<file path="config.mk">
export PLATFORM = sky130hd
export DESIGN_NAME = infix_to_postfix_converter_top
export DESIGN_NICKNAME = d
export VERILOG_FILES = /design/src/rtl/itp_pkg.sv /design/src/rtl/itp_front.sv /design/src/rtl/itp_queue.sv /design/src/rtl/itp_engine.sv /design/src/rtl/infix_to_postfix_converter_top.sv
export VERILOG_INCLUDE_DIRS = /design/src /design/src/rtl
export SDC_FILE = /design/constraint.sdc
export NUM_CORES = 1
export LEC_CHECK = 0
export ABC_CLOCK_PERIOD_IN_PS = 5300
export BUFFER_PORTS_ARGS = -buffer_cell sky130_fd_sc_hd__buf_2
export CORE_ASPECT_RATIO = 0.6
export CORE_MARGIN = 8
export CORE_UTILIZATION = 30
export CTS_CLUSTER_DIAMETER = 200
export DETAILED_ROUTE_END_ITERATION = 16
export MAX_ROUTING_LAYER = met4
export SYNTH_ARGS = -nofsm -noshare
export SYNTH_HDL_FRONTEND = slang
export SYNTH_SLANG_ARGS = --single-unit
</file>
<file path="constraint.sdc">
create_clock -name clk -period 5.3 [get_ports clk]
set_input_delay 0 -clock clk [delete_from_list [all_inputs] [get_ports clk]]
set_output_delay 0 -clock clk [all_outputs]
set_load 0.01 [all_outputs]
</file>
<file path="src/rtl/infix_to_postfix_converter_top_defines.svh">
// ----------------------------------------------------------------------------
// Assertion macros for the infix to postfix converter.
// ----------------------------------------------------------------------------
`ifndef INFIX_TO_POSTFIX_CONVERTER_TOP_DEFINES_SVH
`define INFIX_TO_POSTFIX_CONVERTER_TOP_DEFINES_SVH

// Same-cycle implication, checked only outside reset.
`define ITP_ASSERT_IMP(label, clk, rst_n, ante, cons) \
  label: assert property (@(posedge clk) disable iff (!rst_n) (ante) |-> (cons)) \
    else $error("itp check failed");

// Next-cycle implication, also checked while reset is applied.
`define ITP_ASSERT_NXT(label, clk, ante, cons) \
  label: assert property (@(posedge clk) (ante) |=> (cons)) \
    else $error("itp check failed");

`endif

</file>
<file path="src/rtl/itp_pkg.sv">
`timescale 1ns / 1ps
// ----------------------------------------------------------------------------
// itp_pkg
// Shared types, codes and lookup functions of the infix to postfix converter.
// ----------------------------------------------------------------------------
package itp_pkg;

  // Default operator stack depth and depth of the front-to-back queue
  localparam int ITP_STACK_DEPTH = 32;
  localparam int ITP_QUEUE_DEPTH = 4;

  // ASCII characters with a role of their own
  localparam logic [7:0] ITP_CH_NUL   = 8'h00;
  localparam logic [7:0] ITP_CH_OPEN  = 8'h28;
  localparam logic [7:0] ITP_CH_CLOSE = 8'h29;
  localparam logic [7:0] ITP_CH_MUL   = 8'h2A;
  localparam logic [7:0] ITP_CH_ADD   = 8'h2B;
  localparam logic [7:0] ITP_CH_SUB   = 8'h2D;
  localparam logic [7:0] ITP_CH_DIV   = 8'h2F;

  // Stack entry codes
  typedef logic [2:0] itp_code_t;
  localparam itp_code_t ITP_CODE_OPEN = 3'd0;
  localparam itp_code_t ITP_CODE_ADD  = 3'd1;
  localparam itp_code_t ITP_CODE_SUB  = 3'd2;
  localparam itp_code_t ITP_CODE_MUL  = 3'd3;
  localparam itp_code_t ITP_CODE_DIV  = 3'd4;

  // Result status codes
  typedef enum logic [1:0] {
    ITP_ST_OK        = 2'd0,
    ITP_ST_UNKNOWN   = 2'd1,
    ITP_ST_UNMATCHED = 2'd2,
    ITP_ST_OVERFLOW  = 2'd3
  } itp_status_t;

  // Character classes found by the front end
  typedef enum logic [2:0] {
    ITP_K_END,
    ITP_K_ALNUM,
    ITP_K_OPEN,
    ITP_K_CLOSE,
    ITP_K_OP,
    ITP_K_UNKNOWN
  } itp_kind_t;

  // Back-end engine state
  typedef enum logic {
    ITP_ENG_IDLE,
    ITP_ENG_BUSY
  } itp_eng_state_t;

  // One classified character
  typedef struct packed {
    logic [7:0] symbol;
    itp_kind_t  kind;
    itp_code_t  code;
  } itp_item_t;

  // Operator priority; a stacked '(' has the lowest
  function automatic logic [3:0] itp_prio(input itp_code_t code);
    logic [3:0] p;
    case (code)
      ITP_CODE_ADD, ITP_CODE_SUB: p = 4'd7;
      ITP_CODE_MUL, ITP_CODE_DIV: p = 4'd8;
      default:                    p = 4'd0;
    endcase
    return p;
  endfunction

  // Character written out for a stack entry
  function automatic logic [7:0] itp_code_char(input itp_code_t code);
    logic [7:0] c;
    case (code)
      ITP_CODE_ADD: c = ITP_CH_ADD;
      ITP_CODE_SUB: c = ITP_CH_SUB;
      ITP_CODE_MUL: c = ITP_CH_MUL;
      ITP_CODE_DIV: c = ITP_CH_DIV;
      default:      c = ITP_CH_OPEN;
    endcase
    return c;
  endfunction

endpackage

</file>
<file path="src/rtl/itp_front.sv">
`timescale 1ns / 1ps
// ----------------------------------------------------------------------------
// itp_front
// Input stage: takes characters, classifies them and holds one for the queue.
// ----------------------------------------------------------------------------
module itp_front (
  input  logic             clk,
  input  logic             rst_n,
  input  logic             in_valid,
  output logic             in_ready,
  input  logic [7:0]       in_symbol,
  output logic             q_valid,
  input  logic             q_ready,
  output itp_pkg::itp_item_t q_item
);
  import itp_pkg::*;

  logic      hold_valid_r;
  itp_item_t hold_item_r;
  itp_item_t class_item;
  logic      in_xfer;

  // Classify the incoming character
  always_comb begin
    class_item.symbol = in_symbol;
    class_item.code   = ITP_CODE_OPEN;
    case (in_symbol) inside
      ITP_CH_NUL:   class_item.kind = ITP_K_END;
      [8'h30:8'h39], [8'h41:8'h5A], [8'h61:8'h7A]:
                    class_item.kind = ITP_K_ALNUM;
      ITP_CH_OPEN:  class_item.kind = ITP_K_OPEN;
      ITP_CH_CLOSE: class_item.kind = ITP_K_CLOSE;
      ITP_CH_ADD: begin
        class_item.kind = ITP_K_OP;
        class_item.code = ITP_CODE_ADD;
      end
      ITP_CH_SUB: begin
        class_item.kind = ITP_K_OP;
        class_item.code = ITP_CODE_SUB;
      end
      ITP_CH_MUL: begin
        class_item.kind = ITP_K_OP;
        class_item.code = ITP_CODE_MUL;
      end
      ITP_CH_DIV: begin
        class_item.kind = ITP_K_OP;
        class_item.code = ITP_CODE_DIV;
      end
      default:      class_item.kind = ITP_K_UNKNOWN;
    endcase
  end

  assign in_ready = !hold_valid_r || q_ready;
  assign in_xfer  = in_valid && in_ready;
  assign q_valid  = hold_valid_r;
  assign q_item   = hold_item_r;

  // Holding register control
  always_ff @(posedge clk) begin
    if (!rst_n) begin
      hold_valid_r <= 1'b0;
    end else if (in_xfer) begin
      hold_valid_r <= 1'b1;
    end else if (q_ready) begin
      hold_valid_r <= 1'b0;
    end
  end

  // Holding register payload
  always_ff @(posedge clk) begin
    if (in_xfer) begin
      hold_item_r <= class_item;
    end
  end

endmodule

</file>
<file path="src/rtl/itp_queue.sv">
`timescale 1ns / 1ps
// ----------------------------------------------------------------------------
// itp_queue
// Short FIFO of classified characters between front end and stack engine.
// ----------------------------------------------------------------------------
module itp_queue (
  input  logic               clk,
  input  logic               rst_n,
  input  logic               wr_valid,
  output logic               wr_ready,
  input  itp_pkg::itp_item_t wr_item,
  output logic               rd_valid,
  input  logic               rd_ready,
  output itp_pkg::itp_item_t rd_item
);
  import itp_pkg::*;

  localparam int PTR_W = (ITP_QUEUE_DEPTH > 1) ? $clog2(ITP_QUEUE_DEPTH) : 1;
  localparam int CNT_W = $clog2(ITP_QUEUE_DEPTH + 1);
  localparam logic [PTR_W-1:0] LAST_PTR = PTR_W'(ITP_QUEUE_DEPTH - 1);

  itp_item_t        entry_r [ITP_QUEUE_DEPTH];
  logic [PTR_W-1:0] wr_ptr_r;
  logic [PTR_W-1:0] rd_ptr_r;
  logic [CNT_W-1:0] fill_r;
  logic             wr_xfer;
  logic             rd_xfer;

  assign wr_ready = (fill_r != CNT_W'(ITP_QUEUE_DEPTH));
  assign rd_valid = (fill_r != '0);
  assign rd_item  = entry_r[rd_ptr_r];
  assign wr_xfer  = wr_valid && wr_ready;
  assign rd_xfer  = rd_valid && rd_ready;

  // Pointers and fill level
  always_ff @(posedge clk) begin
    if (!rst_n) begin
      wr_ptr_r <= '0;
      rd_ptr_r <= '0;
      fill_r   <= '0;
    end else begin
      if (wr_xfer) begin
        wr_ptr_r <= (wr_ptr_r == LAST_PTR) ? '0 : wr_ptr_r + 1'b1;
      end
      if (rd_xfer) begin
        rd_ptr_r <= (rd_ptr_r == LAST_PTR) ? '0 : rd_ptr_r + 1'b1;
      end
      case ({wr_xfer, rd_xfer})
        2'b10:   fill_r <= fill_r + 1'b1;
        2'b01:   fill_r <= fill_r - 1'b1;
        default: fill_r <= fill_r;
      endcase
    end
  end

  // Entry storage
  always_ff @(posedge clk) begin
    if (wr_xfer) begin
      entry_r[wr_ptr_r] <= wr_item;
    end
  end

endmodule

</file>
<file path="src/rtl/itp_engine.sv">
`timescale 1ns / 1ps
// ----------------------------------------------------------------------------
// itp_engine
// Operator stack engine: pushes, pops and writes at most one result a cycle, none while the result side stalls.
// ----------------------------------------------------------------------------
module itp_engine #(
  parameter int STACK_DEPTH = itp_pkg::ITP_STACK_DEPTH
) (
  input  logic               clk,
  input  logic               rst_n,
  input  logic               q_valid,
  output logic               q_ready,
  input  itp_pkg::itp_item_t q_item,
  output logic               out_valid,
  input  logic               out_ready,
  output logic [7:0]         out_symbol,
  output logic [1:0]         out_status,
  output logic               out_last
);
  import itp_pkg::*;

  localparam int ADDR_W = (STACK_DEPTH > 1) ? $clog2(STACK_DEPTH) : 1;
  localparam int CNT_W  = $clog2(STACK_DEPTH + 1);
  localparam logic [CNT_W-1:0] FULL_CNT = CNT_W'(STACK_DEPTH);

  // Stack memory; top entry also mirrored in top_r, the one below in below_q
  itp_code_t stack_mem [STACK_DEPTH];

  itp_eng_state_t   state_r, state_nxt;
  itp_item_t        cur_r;
  logic [CNT_W-1:0] count_r, count_nxt;
  logic [CNT_W-1:0] open_cnt_r, open_cnt_nxt;
  itp_code_t        top_r, top_nxt;
  itp_code_t        below_q;
  logic [CNT_W-1:0] below_idx;
  logic [ADDR_W-1:0] rd_addr;

  logic             out_valid_r;
  logic [7:0]       out_symbol_r;
  itp_status_t      out_status_r;
  logic             out_last_r;

  logic             out_free;
  logic             emit;
  logic [7:0]       emit_sym;
  itp_status_t      emit_st;
  logic             emit_last;
  logic             do_push;
  logic             do_pop;
  logic             done;
  logic             take;
  logic             stack_empty;
  logic             stack_full;

  assign out_free    = !out_valid_r || out_ready;
  assign stack_empty = (count_r == '0);
  assign stack_full  = (count_r == FULL_CNT);

  // Actions for the character being worked on
  always_comb begin
    emit      = 1'b0;
    emit_sym  = cur_r.symbol;
    emit_st   = ITP_ST_OK;
    emit_last = 1'b0;
    do_push   = 1'b0;
    do_pop    = 1'b0;
    done      = 1'b0;
    if (state_r == ITP_ENG_BUSY) begin
      case (cur_r.kind)
        ITP_K_END: begin
          emit = 1'b1;
          if (!stack_empty) begin
            emit_sym = itp_code_char(top_r);
            do_pop   = out_free;
          end else begin
            emit_sym  = ITP_CH_NUL;
            emit_last = 1'b1;
            done      = out_free;
          end
        end
        ITP_K_ALNUM: begin
          emit = 1'b1;
          done = out_free;
        end
        ITP_K_OPEN: begin
          if (stack_full) begin
            emit    = 1'b1;
            emit_st = ITP_ST_OVERFLOW;
            done    = out_free;
          end else begin
            do_push = 1'b1;
            done    = 1'b1;
          end
        end
        ITP_K_CLOSE: begin
          if (open_cnt_r == '0) begin
            emit    = 1'b1;
            emit_st = ITP_ST_UNMATCHED;
            done    = out_free;
          end else if (top_r != ITP_CODE_OPEN) begin
            emit     = 1'b1;
            emit_sym = itp_code_char(top_r);
            do_pop   = out_free;
          end else begin
            // matching '(' is dropped
            do_pop = 1'b1;
            done   = 1'b1;
          end
        end
        ITP_K_OP: begin
          if (!stack_empty && (itp_prio(top_r) >= itp_prio(cur_r.code))) begin
            emit     = 1'b1;
            emit_sym = itp_code_char(top_r);
            do_pop   = out_free;
          end else if (stack_full) begin
            emit    = 1'b1;
            emit_st = ITP_ST_OVERFLOW;
            done    = out_free;
          end else begin
            do_push = 1'b1;
            done    = 1'b1;
          end
        end
        default: begin
          emit    = 1'b1;
          emit_st = ITP_ST_UNKNOWN;
          done    = out_free;
        end
      endcase
    end
  end

  // Next state: fetch a new character when idle or when the current one ends
  assign take    = (state_r == ITP_ENG_IDLE) || done;
  assign q_ready = take;

  always_comb begin
    state_nxt = state_r;
    if (take) begin
      state_nxt = q_valid ? ITP_ENG_BUSY : ITP_ENG_IDLE;
    end
  end

  // Stack bookkeeping
  always_comb begin
    count_nxt    = count_r;
    open_cnt_nxt = open_cnt_r;
    top_nxt      = top_r;
    if (do_push) begin
      count_nxt = count_r + 1'b1;
      top_nxt   = (cur_r.kind == ITP_K_OPEN) ? ITP_CODE_OPEN : cur_r.code;
      if (cur_r.kind == ITP_K_OPEN) begin
        open_cnt_nxt = open_cnt_r + 1'b1;
      end
    end else if (do_pop) begin
      count_nxt = count_r - 1'b1;
      top_nxt   = below_q;
      if (top_r == ITP_CODE_OPEN) begin
        open_cnt_nxt = open_cnt_r - 1'b1;
      end
    end
  end

  // Address the entry under the new top, so below_q holds it alongside top_r
  assign below_idx = count_nxt - CNT_W'(2);
  assign rd_addr   = (count_nxt >= CNT_W'(2)) ? below_idx[ADDR_W-1:0] : '0;

  // Control registers
  always_ff @(posedge clk) begin
    if (!rst_n) begin
      state_r     <= ITP_ENG_IDLE;
      count_r     <= '0;
      open_cnt_r  <= '0;
      out_valid_r <= 1'b0;
    end else begin
      state_r    <= state_nxt;
      count_r    <= count_nxt;
      open_cnt_r <= open_cnt_nxt;
      if (emit && out_free) begin
        out_valid_r <= 1'b1;
      end else if (out_ready) begin
        out_valid_r <= 1'b0;
      end
    end
  end

  // Payload registers
  always_ff @(posedge clk) begin
    top_r <= top_nxt;
    if (take && q_valid) begin
      cur_r <= q_item;
    end
    if (emit && out_free) begin
      out_symbol_r <= emit_sym;
      out_status_r <= emit_st;
      out_last_r   <= emit_last;
    end
  end

  // Stack memory write and registered read
  always_ff @(posedge clk) begin
    if (do_push) begin
      stack_mem[count_r[ADDR_W-1:0]] <= top_nxt;
    end
    below_q <= stack_mem[rd_addr];
  end

  assign out_valid  = out_valid_r;
  assign out_symbol = out_symbol_r;
  assign out_status = out_status_r;
  assign out_last   = out_last_r;

endmodule

</file>
<file path="src/rtl/infix_to_postfix_converter_top.sv">
`timescale 1ns / 1ps
// ----------------------------------------------------------------------------
// infix_to_postfix_converter_top
// Shunting-yard converter: one infix character in, postfix characters out.
// ----------------------------------------------------------------------------
//  Channel | Ports                                      | Direction
//  --------+--------------------------------------------+----------
//  input   | in_valid, in_ready, in_symbol[7:0]         | in
//  result  | out_valid, out_ready, out_symbol[7:0],     | out
//          | out_status[1:0], out_last                  |
//
//  The stack engine handles one result, one push or one discarded '(' at a
//  time; an end-of-expression flush writes out every stacked entry, then
//  the end marker. A character passes the input register, the queue, the
//  engine and the output register on its way to a result.
//  Reset is synchronous and empties the stack, queue and output register;
//  no clearing pass is needed. A stall on the result side stops only the
//  engine; the queue keeps taking characters until it fills.
// ----------------------------------------------------------------------------
`include "infix_to_postfix_converter_top_defines.svh"

module infix_to_postfix_converter_top #(
  parameter int STACK_DEPTH = itp_pkg::ITP_STACK_DEPTH
) (
  input  logic       clk,
  input  logic       rst_n,
  input  logic       in_valid,
  output logic       in_ready,
  input  logic [7:0] in_symbol,
  output logic       out_valid,
  input  logic       out_ready,
  output logic [7:0] out_symbol,
  output logic [1:0] out_status,
  output logic       out_last
);
  import itp_pkg::*;

  logic      fq_valid;
  logic      fq_ready;
  itp_item_t fq_item;
  logic      qe_valid;
  logic      qe_ready;
  itp_item_t qe_item;

  itp_front u_front (
    .clk       (clk),
    .rst_n     (rst_n),
    .in_valid  (in_valid),
    .in_ready  (in_ready),
    .in_symbol (in_symbol),
    .q_valid   (fq_valid),
    .q_ready   (fq_ready),
    .q_item    (fq_item)
  );

  itp_queue u_queue (
    .clk      (clk),
    .rst_n    (rst_n),
    .wr_valid (fq_valid),
    .wr_ready (fq_ready),
    .wr_item  (fq_item),
    .rd_valid (qe_valid),
    .rd_ready (qe_ready),
    .rd_item  (qe_item)
  );

  itp_engine #(
    .STACK_DEPTH (STACK_DEPTH)
  ) u_engine (
    .clk        (clk),
    .rst_n      (rst_n),
    .q_valid    (qe_valid),
    .q_ready    (qe_ready),
    .q_item     (qe_item),
    .out_valid  (out_valid),
    .out_ready  (out_ready),
    .out_symbol (out_symbol),
    .out_status (out_status),
    .out_last   (out_last)
  );

  // End marker is always a clean zero
`ITP_ASSERT_IMP(a_last_is_zero, clk, rst_n, out_valid && out_last, out_symbol == ITP_CH_NUL && out_status == ITP_ST_OK)
  // Unmatched status only ever carries ')'
`ITP_ASSERT_IMP(a_unmatched_sym, clk, rst_n, out_valid && out_status == ITP_ST_UNMATCHED, out_symbol == ITP_CH_CLOSE && !out_last)
  // Overflow only from '(' or an operator
`ITP_ASSERT_IMP(a_overflow_sym, clk, rst_n, out_valid && out_status == ITP_ST_OVERFLOW, out_symbol == ITP_CH_OPEN || out_symbol == ITP_CH_ADD || out_symbol == ITP_CH_SUB || out_symbol == ITP_CH_MUL || out_symbol == ITP_CH_DIV)
  // Reset leaves no result pending and the input open
`ITP_ASSERT_NXT(a_reset_clears, clk, !rst_n, !out_valid && in_ready)

endmodule

</file>
==> out/qor.csv <==
stage,metric,value,unit
power,power.density,537.1,mW/mm^2
clock_tree,clock_sinks,219,
floorplanning,die_x,247.7,um
placement,dp_slack,750.6,ps
critical_path,r2r_start,u_engine.top_r[0],
synthesis,synth_simple_gate_area_frac,0.1275,
sta,finalClockSkew,9.407,ps
layout,diodes,0,
job,cap_violations,0,
synthesis,syn-cell-area,0.009664,sq mm
synthesis,ys_types,80,
critical_path,rr_worst_depth,16,
floorplanning,boundaryPins,25,
clock_tree,cts-root-buf,clkbuf_16,
global_routing,grt_pass1_vias,5899,
floorplanning,die_y,155.0,um
routing,ant_nets,0,
synthesis,syn_area_per_cell,13.55,sq um
placement,gp_congestion,0.8962,
layout,drive_above_1_share,0.1445,
synthesis,synth_compound_area_frac,0.1009,
placement,port_buffers,24,
critical_path,r2r-end,u_engine.below_q[0],
sta,rsz0062_at_grt,no,
synthesis,ys_ff_latch,219,
min_path,min_from,in_symbol[7],
global_routing,grt_max_degree,42,
sta,slew_headroom,0.2758,
critical_path,setup.worst_path.class,reg2reg,
sta,drv_slew,0,
clock_tree,clk_pin_slew,60,ps
routing,vias,5946,
synthesis,synth_mux_area_frac,0.05269,
clock_tree,postCtsSetupRepairBufs,0,
sta,fin_ws,690.9,ps
critical_path,start_kind,flop,
synthesis,synth_fp_nets,744,
sta,tns,0,ps
sta,fmaxAchievable,217.0,MHz
synthesis,synth_edf_count,191,
critical_path,cp_max_fo,16,
critical_path,arrival,5050,ps
floorplanning,fp.coreArea,0.03210,sq mm
floorplanning,start_util,0.3011,
routing,drc,0,
synthesis,syn_inst,713,
clock_tree,cts_tree,done,
sta,max_slew.worst_pin.slew,1076,ps
power,p_leak,3.778,nW
routing,vias_per_cell,4.988,
global_routing,grt_first_pass_wirelength,35.28,mm
layout,mostFrequentLayoutCell,edfxtp_1,
critical_path,r2r_slack,690,ps
routing,wirelength,22.48,mm
synthesis,synth_fa_ha_area_frac,0.02615,
clock_tree,clk_latency,510,ps
sta,min_period,4609,ps
clock_tree,cts_buffers,23,
min_path,holdPathEnd,u_front.q_item[13],
critical_path,crit_required,5740,ps
clock_tree,cts_buffer_depth,3,
clock_tree,ctsHtreeMaxLevel,1,
synthesis,synth_ff_type,edfxtp_1,
routing,drt_iter0_markers,585,
sta,finalSetupViolations,0,
floorplanning,num_rows,51,
sta,finalCritPeriodShare,0.8696,
layout,nFillCells,3059,
min_path,hold_path_depth,2,
critical_path,cp-end-kind,flop,
layout,area_delta_synth_final,15.70,%
synthesis,synthArstFlopShare,0,
synthesis,synth_top_family_by_area,simple AND/OR/NAND/NOR gates,
routing,avgRoutedWirePerCell,18.86,um
synthesis,yosysSeqAreaShare,0.6515,
floorplanning,dieArea,0.03840,sq mm
placement,hpwl,15.40,mm
synthesis,synth_xor_area_frac,0.01748,
layout,final_cell_mix,"edfxtp_1 (191), nor2_1 (74), nand2_1 (73)",
global_routing,antenna_found_initial,0,
power,vdd_drop_max,0.1935,mV
sta,hold_viol_final,0,
routing,first_pass_iters,5,
global_routing,grt_use_total,0.1210,
global_routing,overflow,0,
layout,fin_nets,783,
synthesis,synth_warnings,0,
min_path,min_path_type,in2reg,
run_status,status,"finished, final reports clean",
## worst max-delay path by stage
stage                                    from                  end  slack, ps  cells past startpoint
after global routing        u_engine.top_r[0]  u_engine.below_q[2]        360                     17
final                       u_engine.top_r[0]  u_engine.below_q[0]        690                     16
after detailed placement    u_engine.top_r[0]  u_engine.below_q[0]        750                     16
after CTS                   u_engine.top_r[0]  u_engine.below_q[0]        740                     16
after floorplan           u_engine.count_r[1]    u_queue.fill_r[2]       1350                     13
after global placement      u_engine.top_r[0]  u_engine.below_q[0]        920                     16
## synthesized netlist by cell type, drive strengths merged, types with 3 or more instances
cell type,count,share of area
a211o,4,0.0036
a21boi,5,0.0039
a21o,8,0.0063
a21oi,26,0.013
a221oi,3,0.0040
a2bb2oi,3,0.0027
a311o,6,0.0062
a31oi,8,0.0052
a32oi,3,0.0027
and2,16,0.010
and3,9,0.0058
buf,17,0.011
clkbuf,11,0.0043
dfxtp,28,0.058
edfxtp,191,0.59
ha,17,0.022
inv,20,0.0080
mux2i,16,0.017
mux4,15,0.035
nand2,73,0.028
nand3,24,0.012
nand3b,7,0.0054
nor2,78,0.032
nor2b,10,0.0065
nor3,7,0.0036
nor4,5,0.0048
o211ai,6,0.0052
o21a,3,0.0023
o21ai,24,0.012
o221ai,4,0.0036
o22ai,5,0.0067
o31ai,4,0.0045
or2,3,0.0019
or3,6,0.0039
or3b,3,0.0027
xnor2,9,0.010
xor2,6,0.0074
## worst max-delay path, cell delays in order (launching register included)
cell and delay (ps):
dfxtp_1 510, xnor2_1 170, nor2_1 70, ha_1 300, o21ai_1 380, a221oi_2 190, nor2_4 490, inv_4 150
nand3_1 130, o2111a_1 210, inv_1 210, ha_1 540, inv_1 360, a221oi_1 90, a31o_2 240, a311o_1 360
a32oi_1 150
## stage by stage
stage                     cell area (sq um)  hold slack [ps]  power, mW  std cells  utilization
after floorplan                        9664            98.87      3.729        713            -
after global placement                10240            229.8      4.260       1138       0.3191
after detailed placement              10240            228.3      4.276       1138       0.3191
after CTS                             11180            227.0      6.030       1192       0.3484
after global routing                  11180            255.2      6.299       1192       0.3484
final                                 11180            262.7      6.006       1192       0.3484
## report_power, final
group          leakage (nW)  internal (mW)  total (mW)  switching [mW]
registers              1.97           2.25        2.44           0.196
logic                  1.41          0.644        1.82            1.18
clock network         0.392           1.08        1.74           0.654
total                  3.78           3.98        6.01            2.03
## cells by family after synthesis
group                    Yosys count
multiplexers                      32
AND/OR/NAND/NOR                  251
flip-flops                       219
buffers and inverters             49
adder cells (fa/ha/maj)           19
AO/OA/AOI/OAI                    128
XOR/XNOR                          15
## per-layer routing
layer,track usage,vias up,routed length (um)
li1,-,2774,-
met1,0.1839,2899,11360
met2,0.1586,239,8698
met3,0.02860,34,1971
met4,0.02839,0,450
met5,-,-,0
## sequential cells by signal, indices dropped and copies added (netlist names), 3 cells and up
signal / flops
u_engine.open_cnt_r: 6
u_engine.out_symbol: 8
u_engine.below_q: 3
u_queue.fill_r: 3
u_engine.count_r: 6
u_front.q_item: 14
u_engine.cur_r: 14
u_queue.entry_r: 56
u_engine.top_r: 3
u_engine.stack_mem: 96
## area by class of cell
cell class,instances,area [sq um],area share
multi-input combinational,445,3172,0.2837
inverter,20,77.57,0.006937
timing repair buffer,43,295.3,0.02641
sequential,219,6296,0.5631
clock inverter,8,167.7,0.01499
clock buffer,33,643.1,0.05751
tap,424,530.5,0.04744
## what timing repair did
action	CTS	global route
resized for setup	0	0
hold buffers	13	0
endpoints found under the hold margin	36	0
Power figures use the tool's default switching activity.
